**src/rtl/core/pmq_pkg.sv**
```systemverilog
// pmq_pkg: shared types and constants for the PS/2 mouse packet queue.
// Used by pmq_front, pmq_cmd_fifo, pmq_back, the top level and the checker.
// No dependencies.
package pmq_pkg;

	// Default ring size; the ring holds at most RING_DEPTH-1 packets
	localparam int RING_DEPTH_DEF = 64;

	// Depth of the command queue between the front and back parts
	localparam int CMD_FIFO_DEPTH = 4;

	// Stream widths
	localparam int IN_DATA_W  = 8;
	localparam int OUT_DATA_W = 24;

	// Operation codes carried on s_tuser
	localparam logic OP_BYTE = 1'b0;
	localparam logic OP_READ = 1'b1;

	// packet_mode register values (3 acts as standard)
	localparam logic [1:0] MODE_STD   = 2'd0;
	localparam logic [1:0] MODE_WHEEL = 2'd1;
	localparam logic [1:0] MODE_EXTRA = 2'd2;

	// One queued packet, move_x in the lowest bits
	typedef struct packed {
		logic       scroll_down;
		logic       scroll_up;
		logic [2:0] button_bits;
		logic [8:0] move_y;
		logic [8:0] move_x;
	} pkt_entry_t;

	// Command passed from front to back: store a packet or pop the oldest one
	typedef struct packed {
		logic       is_read;
		pkt_entry_t entry;
	} cmd_t;

endpackage

```
**src/rtl/core/pmq_front.sv**
```systemverilog
// pmq_front: accepts stream requests, assembles mouse bytes into packets and
// issues store and pop commands. Holds the packet_mode register.
// Depends on pmq_pkg.
module pmq_front
	import pmq_pkg::*;
(
	input  logic                 clk,
	input  logic                 arst_n,
	input  logic                 cfg_wr_en,
	input  logic [1:0]           cfg_wr_data,
	input  logic                 s_tvalid,
	output logic                 s_tready,
	input  logic [IN_DATA_W-1:0] s_tdata,
	input  logic                 s_tuser,
	input  logic                 q_full,
	output logic                 q_push,
	output cmd_t                 q_cmd
);

	typedef enum logic [3:0] {
		PH_HDR = 4'b0001,
		PH_X   = 4'b0010,
		PH_Y   = 4'b0100,
		PH_EXT = 4'b1000
	} phase_t;

	phase_t     phase_q, phase_d;
	logic [1:0] mode_q;
	logic [7:0] hdr_q, x_q, y_q;
	logic       accept, is_byte, four_byte, complete;
	logic [7:0] y_now;
	pkt_entry_t entry;

	// Sign-extend a movement byte; a zero byte stays zero
	function automatic logic [8:0] movement(input logic [7:0] mag, input logic neg);
		movement = {neg && (mag != 8'd0), mag};
	endfunction

	assign s_tready  = !q_full;
	assign accept    = s_tvalid && s_tready;
	assign is_byte   = (s_tuser == OP_BYTE);
	assign four_byte = (mode_q == MODE_WHEEL) || (mode_q == MODE_EXTRA);
	assign complete  = is_byte && (((phase_q == PH_Y) && !four_byte) || (phase_q == PH_EXT));
	assign y_now     = (phase_q == PH_Y) ? s_tdata : y_q;

	// Packet decode at completion
	always_comb begin
		entry.move_x      = movement(x_q, hdr_q[4]);
		entry.move_y      = movement(y_now, hdr_q[5]);
		if (hdr_q[6] || hdr_q[7]) begin
			entry.move_x = '0;
			entry.move_y = '0;
		end
		entry.button_bits = hdr_q[2:0];
		entry.scroll_up   = (mode_q == MODE_WHEEL) && (phase_q == PH_EXT) && s_tdata[7];
		entry.scroll_down = (mode_q == MODE_WHEEL) && (phase_q == PH_EXT) &&
		                    !s_tdata[7] && (s_tdata != 8'd0);
	end

	// Command out: reads always, bytes only when they finish a packet
	assign q_push        = accept && (!is_byte || complete);
	assign q_cmd.is_read = !is_byte;
	assign q_cmd.entry   = entry;

	// Byte phase sequencing
	always_comb begin
		phase_d = phase_q;
		case (phase_q)
			PH_HDR: begin
				if (s_tdata[3]) phase_d = PH_X;
			end
			PH_X: phase_d = PH_Y;
			PH_Y: begin
				phase_d = four_byte ? PH_EXT : PH_HDR;
			end
			PH_EXT: phase_d = PH_HDR;
			default: phase_d = PH_HDR;
		endcase
	end

	always_ff @(posedge clk or negedge arst_n) begin
		if (!arst_n) begin
			phase_q <= PH_HDR;
			mode_q  <= MODE_STD;
		end else begin
			if (cfg_wr_en) mode_q <= cfg_wr_data;
			if (accept && is_byte) phase_q <= phase_d;
		end
	end

	// Byte capture
	always_ff @(posedge clk) begin
		if (accept && is_byte) begin
			if (phase_q == PH_HDR) hdr_q <= s_tdata;
			if (phase_q == PH_X)   x_q   <= s_tdata;
			if (phase_q == PH_Y)   y_q   <= s_tdata;
		end
	end

endmodule

```
**src/rtl/core/pmq_cmd_fifo.sv**
```systemverilog
// pmq_cmd_fifo: short command queue decoupling the front and back parts.
// Registered storage, first-word-fall-through head.
// Depends on pmq_pkg.
module pmq_cmd_fifo
	import pmq_pkg::*;
(
	input  logic clk,
	input  logic arst_n,
	input  logic push,
	input  cmd_t push_cmd,
	input  logic pop,
	output cmd_t head,
	output logic empty,
	output logic full
);

	localparam int PW = $clog2(CMD_FIFO_DEPTH);

	cmd_t          slot_q [CMD_FIFO_DEPTH];
	logic [PW-1:0] wr_ptr_q, rd_ptr_q;
	logic [PW:0]   count_q;

	assign empty = (count_q == '0);
	assign full  = (count_q == (PW+1)'(CMD_FIFO_DEPTH));
	assign head  = slot_q[rd_ptr_q];

	// Pointers and fill count
	always_ff @(posedge clk or negedge arst_n) begin
		if (!arst_n) begin
			wr_ptr_q <= '0;
			rd_ptr_q <= '0;
			count_q  <= '0;
		end else begin
			if (push) wr_ptr_q <= wr_ptr_q + 1'b1;
			if (pop)  rd_ptr_q <= rd_ptr_q + 1'b1;
			if (push && !pop)      count_q <= count_q + 1'b1;
			else if (pop && !push) count_q <= count_q - 1'b1;
		end
	end

	// Storage
	always_ff @(posedge clk) begin
		if (push) slot_q[wr_ptr_q] <= push_cmd;
	end

endmodule

```
**src/rtl/core/pmq_back.sv**
```systemverilog
// pmq_back: packet ring memory with overwrite-oldest policy, pop handling and
// the output register stage. Depends on pmq_pkg.
module pmq_back
	import pmq_pkg::*;
#(
	parameter int RING_DEPTH = RING_DEPTH_DEF
) (
	input  logic                  clk,
	input  logic                  arst_n,
	input  logic                  q_empty,
	input  cmd_t                  q_head,
	output logic                  q_pop,
	output logic                  m_tvalid,
	input  logic                  m_tready,
	output logic [OUT_DATA_W-1:0] m_tdata,
	output logic                  m_tuser
);

	localparam int PW = $clog2(RING_DEPTH);

	pkt_entry_t    ring_mem [RING_DEPTH];
	logic [PW-1:0] wp_q, rp_q, wp_nxt, rp_nxt;
	logic          wr_en, rd_en, ring_empty;
	logic          s1_valid_q, s1_hit_q, s1_ready, s1_move;
	pkt_entry_t    rdata_s1;
	logic          out_valid_q, out_hit_q;
	pkt_entry_t    out_data_q;

	function automatic logic [PW-1:0] ring_next(input logic [PW-1:0] p);
		ring_next = (p == PW'(RING_DEPTH - 1)) ? '0 : p + 1'b1;
	endfunction

	assign wp_nxt     = ring_next(wp_q);
	assign rp_nxt     = ring_next(rp_q);
	assign ring_empty = (wp_q == rp_q);

	// Output side handshake
	assign s1_move  = s1_valid_q && (!out_valid_q || m_tready);
	assign s1_ready = !s1_valid_q || s1_move;

	// Command issue: stores always go, pops wait for room in stage 1
	assign q_pop = !q_empty && (!q_head.is_read || s1_ready);
	assign wr_en = q_pop && !q_head.is_read;
	assign rd_en = q_pop && q_head.is_read && !ring_empty;

	// Ring pointers; a store into a full ring drops the oldest entry
	always_ff @(posedge clk or negedge arst_n) begin
		if (!arst_n) begin
			wp_q <= '0;
			rp_q <= '0;
		end else begin
			if (wr_en) begin
				wp_q <= wp_nxt;
				if (wp_nxt == rp_q) rp_q <= rp_nxt;
			end else if (rd_en) begin
				rp_q <= rp_nxt;
			end
		end
	end

	// Ring memory, registered read
	always_ff @(posedge clk) begin
		if (wr_en) ring_mem[wp_q] <= q_head.entry;
		if (rd_en) rdata_s1 <= ring_mem[rp_q];
	end

	// Stage 1 and output register
	always_ff @(posedge clk or negedge arst_n) begin
		if (!arst_n) begin
			s1_valid_q  <= 1'b0;
			s1_hit_q    <= 1'b0;
			out_valid_q <= 1'b0;
			out_hit_q   <= 1'b0;
		end else begin
			if (s1_ready) begin
				s1_valid_q <= q_pop && q_head.is_read;
				s1_hit_q   <= rd_en;
			end
			if (s1_move) begin
				out_valid_q <= 1'b1;
				out_hit_q   <= s1_hit_q;
			end else if (m_tready) begin
				out_valid_q <= 1'b0;
			end
		end
	end

	always_ff @(posedge clk) begin
		if (s1_move) out_data_q <= s1_hit_q ? rdata_s1 : '0;
	end

	assign m_tvalid = out_valid_q;
	assign m_tuser  = out_hit_q;
	assign m_tdata  = {(OUT_DATA_W - $bits(pkt_entry_t))'(0), out_data_q};

endmodule

```
**src/rtl/core/ps2_mouse_packet_queue.sv**
```systemverilog
// ps2_mouse_packet_queue: top level of the PS/2 mouse packet queue.
// Instantiates pmq_front, pmq_cmd_fifo and pmq_back; depends on pmq_pkg.
//
// Usage:
//   The slave stream takes requests: s_tuser selects a received mouse byte
//   (OP_BYTE, byte on s_tdata[7:0]) or a read of the oldest packet (OP_READ).
//   Bytes are assembled into 3-byte packets, or 4-byte packets when
//   packet_mode selects wheel or extra-button mode; headers without bit 3
//   are dropped to resynchronize. Each finished packet is stored in a ring of
//   RING_DEPTH entries; a store into a full ring drops the oldest packet.
//   Each read returns one item on the master stream: m_tuser is 1 with the
//   packet on m_tdata, or 0 with all-zero data if the ring was empty.
//   packet_mode is written through cfg_wr_en / cfg_wr_data while idle.
// Timing:
//   One request per cycle while s_tready is high. A read is queued at the
//   accept edge, then its result passes the registered ring read and the
//   output register.
// Reset:
//   arst_n clears the byte assembler, mode, pointers and queues; the ring is
//   not cleared. If the master side stalls, results back up in the output
//   register and the command queue, and s_tready drops when the queue fills.
module ps2_mouse_packet_queue
	import pmq_pkg::*;
#(
	parameter int RING_DEPTH = RING_DEPTH_DEF
) (
	input  logic                  clk,
	input  logic                  arst_n,
	input  logic                  cfg_wr_en,
	input  logic [1:0]            cfg_wr_data,  // packet_mode
	input  logic                  s_tvalid,
	output logic                  s_tready,
	input  logic [IN_DATA_W-1:0]  s_tdata,      // [7:0] data_byte
	input  logic                  s_tuser,      // [0] operation
	output logic                  m_tvalid,
	input  logic                  m_tready,
	output logic [OUT_DATA_W-1:0] m_tdata,      // [8:0] move_x, [17:9] move_y,
	                                            // [20:18] button_bits, [21] scroll_up,
	                                            // [22] scroll_down, [23] zero
	output logic                  m_tuser       // [0] packet_valid
);

	logic q_push, q_pop, q_empty, q_full;
	cmd_t q_cmd, q_head;

	pmq_front u_front (
		.clk        (clk),
		.arst_n     (arst_n),
		.cfg_wr_en  (cfg_wr_en),
		.cfg_wr_data(cfg_wr_data),
		.s_tvalid   (s_tvalid),
		.s_tready   (s_tready),
		.s_tdata    (s_tdata),
		.s_tuser    (s_tuser),
		.q_full     (q_full),
		.q_push     (q_push),
		.q_cmd      (q_cmd)
	);

	pmq_cmd_fifo u_fifo (
		.clk     (clk),
		.arst_n  (arst_n),
		.push    (q_push),
		.push_cmd(q_cmd),
		.pop     (q_pop),
		.head    (q_head),
		.empty   (q_empty),
		.full    (q_full)
	);

	pmq_back #(
		.RING_DEPTH(RING_DEPTH)
	) u_back (
		.clk     (clk),
		.arst_n  (arst_n),
		.q_empty (q_empty),
		.q_head  (q_head),
		.q_pop   (q_pop),
		.m_tvalid(m_tvalid),
		.m_tready(m_tready),
		.m_tdata (m_tdata),
		.m_tuser (m_tuser)
	);

endmodule

```
**config.mk**
```make
export PLATFORM = sky130hd
export DESIGN_NAME = ps2_mouse_packet_queue
export DESIGN_NICKNAME = d
export VERILOG_FILES = /design/src/rtl/core/pmq_pkg.sv /design/src/rtl/core/pmq_front.sv /design/src/rtl/core/pmq_cmd_fifo.sv /design/src/rtl/core/pmq_back.sv /design/src/rtl/core/ps2_mouse_packet_queue.sv
export SDC_FILE = /design/constraint.sdc
export NUM_CORES = 2
export LEC_CHECK = 0
export BUFFER_PORTS_ARGS = -buffer_cell sky130_fd_sc_hd__buf_2
export CAP_MARGIN = 5
export CORE_AREA = 2 2 331 333
export DETAILED_ROUTE_END_ITERATION = 7
export DIE_AREA = 0 0 333 335
export PLACE_DENSITY = 0.75
export SYNTH_ARGS = -nofsm -noshare
export SYNTH_HDL_FRONTEND = slang
export SYNTH_SLANG_ARGS = --single-unit
```
**constraint.sdc**
```tcl
create_clock -name clk -period 4.45 [get_ports clk]
set_clock_uncertainty 0.05 [all_clocks]
set_input_delay 0.2225 -clock clk [delete_from_list [all_inputs] [get_ports clk]]
set_output_delay 0.2225 -clock clk [all_outputs]
set_load 0.005 [all_outputs]
```
==> impl_metrics.env <==
export IMPL_status="finished, final reports clean"
export IMPL_required_ns=4.87
export IMPL_setup_slack_ns=0.5463
export IMPL_area_delta_synth_final_pct=12.52
export IMPL_synth_seq_cells=1666
export IMPL_drive_gt1_share_pct=29.57
export IMPL_drc_errors=0
export IMPL_synth_cells=2826
export IMPL_avgSynthCellArea_um2=22.70
export IMPL_tightest_slew_ns=1.270
export IMPL_async_reset_ff_share_pct=1.741
export IMPL_antenna_found_initial=3
export IMPL_hold_viol=0
export IMPL_die_h_um=335
export IMPL_drtIter0Drc=4579
export IMPL_cts_root_buffer="clkbuf_16"
export IMPL_dr_pass1_iters=6
export IMPL_critPathMaxFanout=35
export IMPL_numCtsBuffers=159
export IMPL_die_area_um2=111600
export IMPL_crit_arrival_ns=4.33
export IMPL_htree_levels=4
export IMPL_detailed_place_hpwl_mm=81.86
export IMPL_ys_top_cells_by_area="edfxtp_1, mux4_2, dfrtp_1"
export IMPL_cts_tree="done"
export IMPL_maxSlewViolCount=0
export IMPL_pre_cts_ws_ns=0.5079
export IMPL_clk_path_buf_depth=3
export IMPL_layout_commonest_cell="edfxtp_1"
export IMPL_timing_final_crit_share_pct=87.72
export IMPL_ant_nets=0
export IMPL_period_minus_slack_ns=3.904
export IMPL_grtUsageMet2_pct=44.18
export IMPL_die_w_um=333
export IMPL_totalWireLength_mm=152.3
export IMPL_start_util_pct=59.36
export IMPL_synth_edf_count=1637
export IMPL_synth_cell_type_count=57
export IMPL_synth_nets=2851
export IMPL_setup_violations=0
export IMPL_cap_violations=0
export IMPL_seq_area_frac_synth_pct=77.74
export IMPL_via_count=30992
export IMPL_ys_flop_type="edfxtp_1"
export IMPL_slew_headroom_pct=13.13
export IMPL_avgRoutedWirePerCell_um=33.36
export IMPL_min_path_type="in -> async"
export IMPL_track_usage_pct=27.71
export IMPL_rows=121
export IMPL_grt_max_degree=79
export IMPL_p_leak_nw=22.89
export IMPL_use_met3_pct=6.107
export IMPL_clk_latency_ns=0.76
export IMPL_gr_total_overflow=0
export IMPL_timing_fmax_mhz=256.2
export IMPL_synth_top_area_share_pct=76.61
export IMPL_port_buffer_count=41
export IMPL_design_core_area_um2=108100
export IMPL_yosysTopAreaCell="edfxtp_1"
export IMPL_layout_common_cells="edfxtp_1, mux4_2, clkbuf_16, buf_4, nor2_1"
export IMPL_viasPerCell=6.786
export IMPL_vdd_drop_max_mv=0.5522
export IMPL_yosysWarnings=0
export IMPL_timing_setup_tns_ns=0
export IMPL_clk_pin_slew_ns=0.06
export IMPL_crit_path_end_kind="register"
export IMPL_place_gp_congestion=0.9209
export IMPL_cts_sinks=1666
export IMPL_worstSetupStartpointType="register"
export IMPL_grt_pass1_vias=31560
export IMPL_grt_busiest_layer="met2"
export IMPL_boundaryPins=43
export IMPL_rsz0062_at_grt="false"
export IMPL_grt_pass1_wl_mm=219.2
export IMPL_powerDensity_nw_per_um2=696.5
export IMPL_syn_area_um2=64160
export IMPL_fin_nets=3049
export IMPL_path_class="reg -> reg"
export IMPL_met1_usage_pct=38.00
-- state kept, by name (all words and copies together) (netlist names), 6 cells and up --
signal / count
u_front.y_q: 8
u_back.rp_q: 6
u_back.wp_q: 6
u_back.m_tdata: 23
u_back.rdata_s1: 23
u_front.x_q: 8
u_back.ring_mem: 1472
u_front.hdr_q: 7
u_fifo.slot_q: 96
-- synthesized netlist by cell type (17+ instances only) --
library cell	n
nand3_1	22
o21ai_0	44
and2_1	56
mux4_2	444
dfrtp_1	28
inv_1	21
a22oi_1	18
nand2_1	39
mux2i_1	60
o31ai_1	17
a2111oi_0	17
buf_2	69
edfxtp_1	1637
nor2_1	134
clkbuf_1	49
-- repair_timing --
action	4_1_cts	5_1_grt
gates resized for setup	0	0
hold buffers	15	0
hold endpoints to repair	75	0
setup endpoints to repair	0	0
setup buffers	0	0
-- per-layer routing --
metal | part of all wire [%] | vias up
met4 | 4.1 | 0
li1 | - | 12272
met2 | 49 | 2060
met1 | 37 | 16340
met3 | 11 | 320
met5 | 0 | -
-- cells by family after synthesis --
logic type | count (synthesis) | share of synthesized area, %
AO/OA/AOI/OAI | 135 | 1.427
XOR/XNOR | 20 | 0.2730
adder cells (fa/ha/maj) | 9 | 0.1872
buffers and inverters | 174 | 1.353
flip-flops | 1666 | 77.74
multiplexers | 511 | 16.67
other | 1 | 0.005844
AND/OR/NAND/NOR | 310 | 2.342
-- stage by stage --
| step | cells | power (W) | hold slack, ns | util, % | instance area [um^2] |
|---|---|---|---|---|---|
| 3_5_place_dp | 4257 | 0.03666 | 0.3182 | 61.70 | 66700 |
| 3_3_place_gp | 4257 | 0.03603 | 0.3030 | 61.70 | 66700 |
| 5_1_grt | 4566 | 0.05181 | 0.1064 | 66.79 | 72200 |
| 6_report | 4567 | 0.05029 | 0.06544 | 66.79 | 72200 |
| 2_1_floorplan | 2826 | 0.03113 | -0.1231 | - | 64160 |
| 4_1_cts | 4561 | 0.05015 | 0.03828 | 66.68 | 72080 |
-- critical path, stage by stage (launching register included) --
cell and delay (ns):
dfrtp_4 0.89, buf_12 0.35, buf_12 0.33, mux4_2 0.58
and2_1 0.18, a2111oi_0 1.07, o31ai_1 0.11
-- power by group --
part	leakage (nW)	switching (W)	internal, W
logic	5.19	0.00943	0.00566
registers	15.1	0.000702	0.0210
clock network	2.55	0.00564	0.00790
-- layout make-up --
type	count	area [um^2]
clock inverter	85	877.1
sequential	1666	49900
clock buffer	204	4358
inverter	21	82.58
multi-input combinational	986	13590
timing repair buffer	190	1627
tap	1414	1769
antenna	1	2.502
fill	6458	35900
-- final timing paths --
kind	start	end	slack, ns	cells after the start
min in group clk	cfg_wr_data[1]	u_front.mode_q[1]$_DFFE_PN0P_	0.17	4
max	u_back.rp_q[0]$_DFFE_PN0P_	u_back.rdata_s1[10]$_DFFE_PP_	0.55	6
min	arst_n	u_front.phase_q[1]$_DFFE_PN0P_	0.07	2
max reg2reg	u_back.rp_q[0]$_DFFE_PN0P_	u_back.rdata_s1[10]$_DFFE_PP_	0.55	6
min reg2reg	u_back.s1_valid_q$_DFFE_PN0P_	u_back.m_tvalid$_DFFE_PN0P_	0.43	2
max in group asynchronous	arst_n	u_back.rp_q[0]$_DFFE_PN0P_	3.63	2
Note: power is estimated with default switching activity, not from simulation.
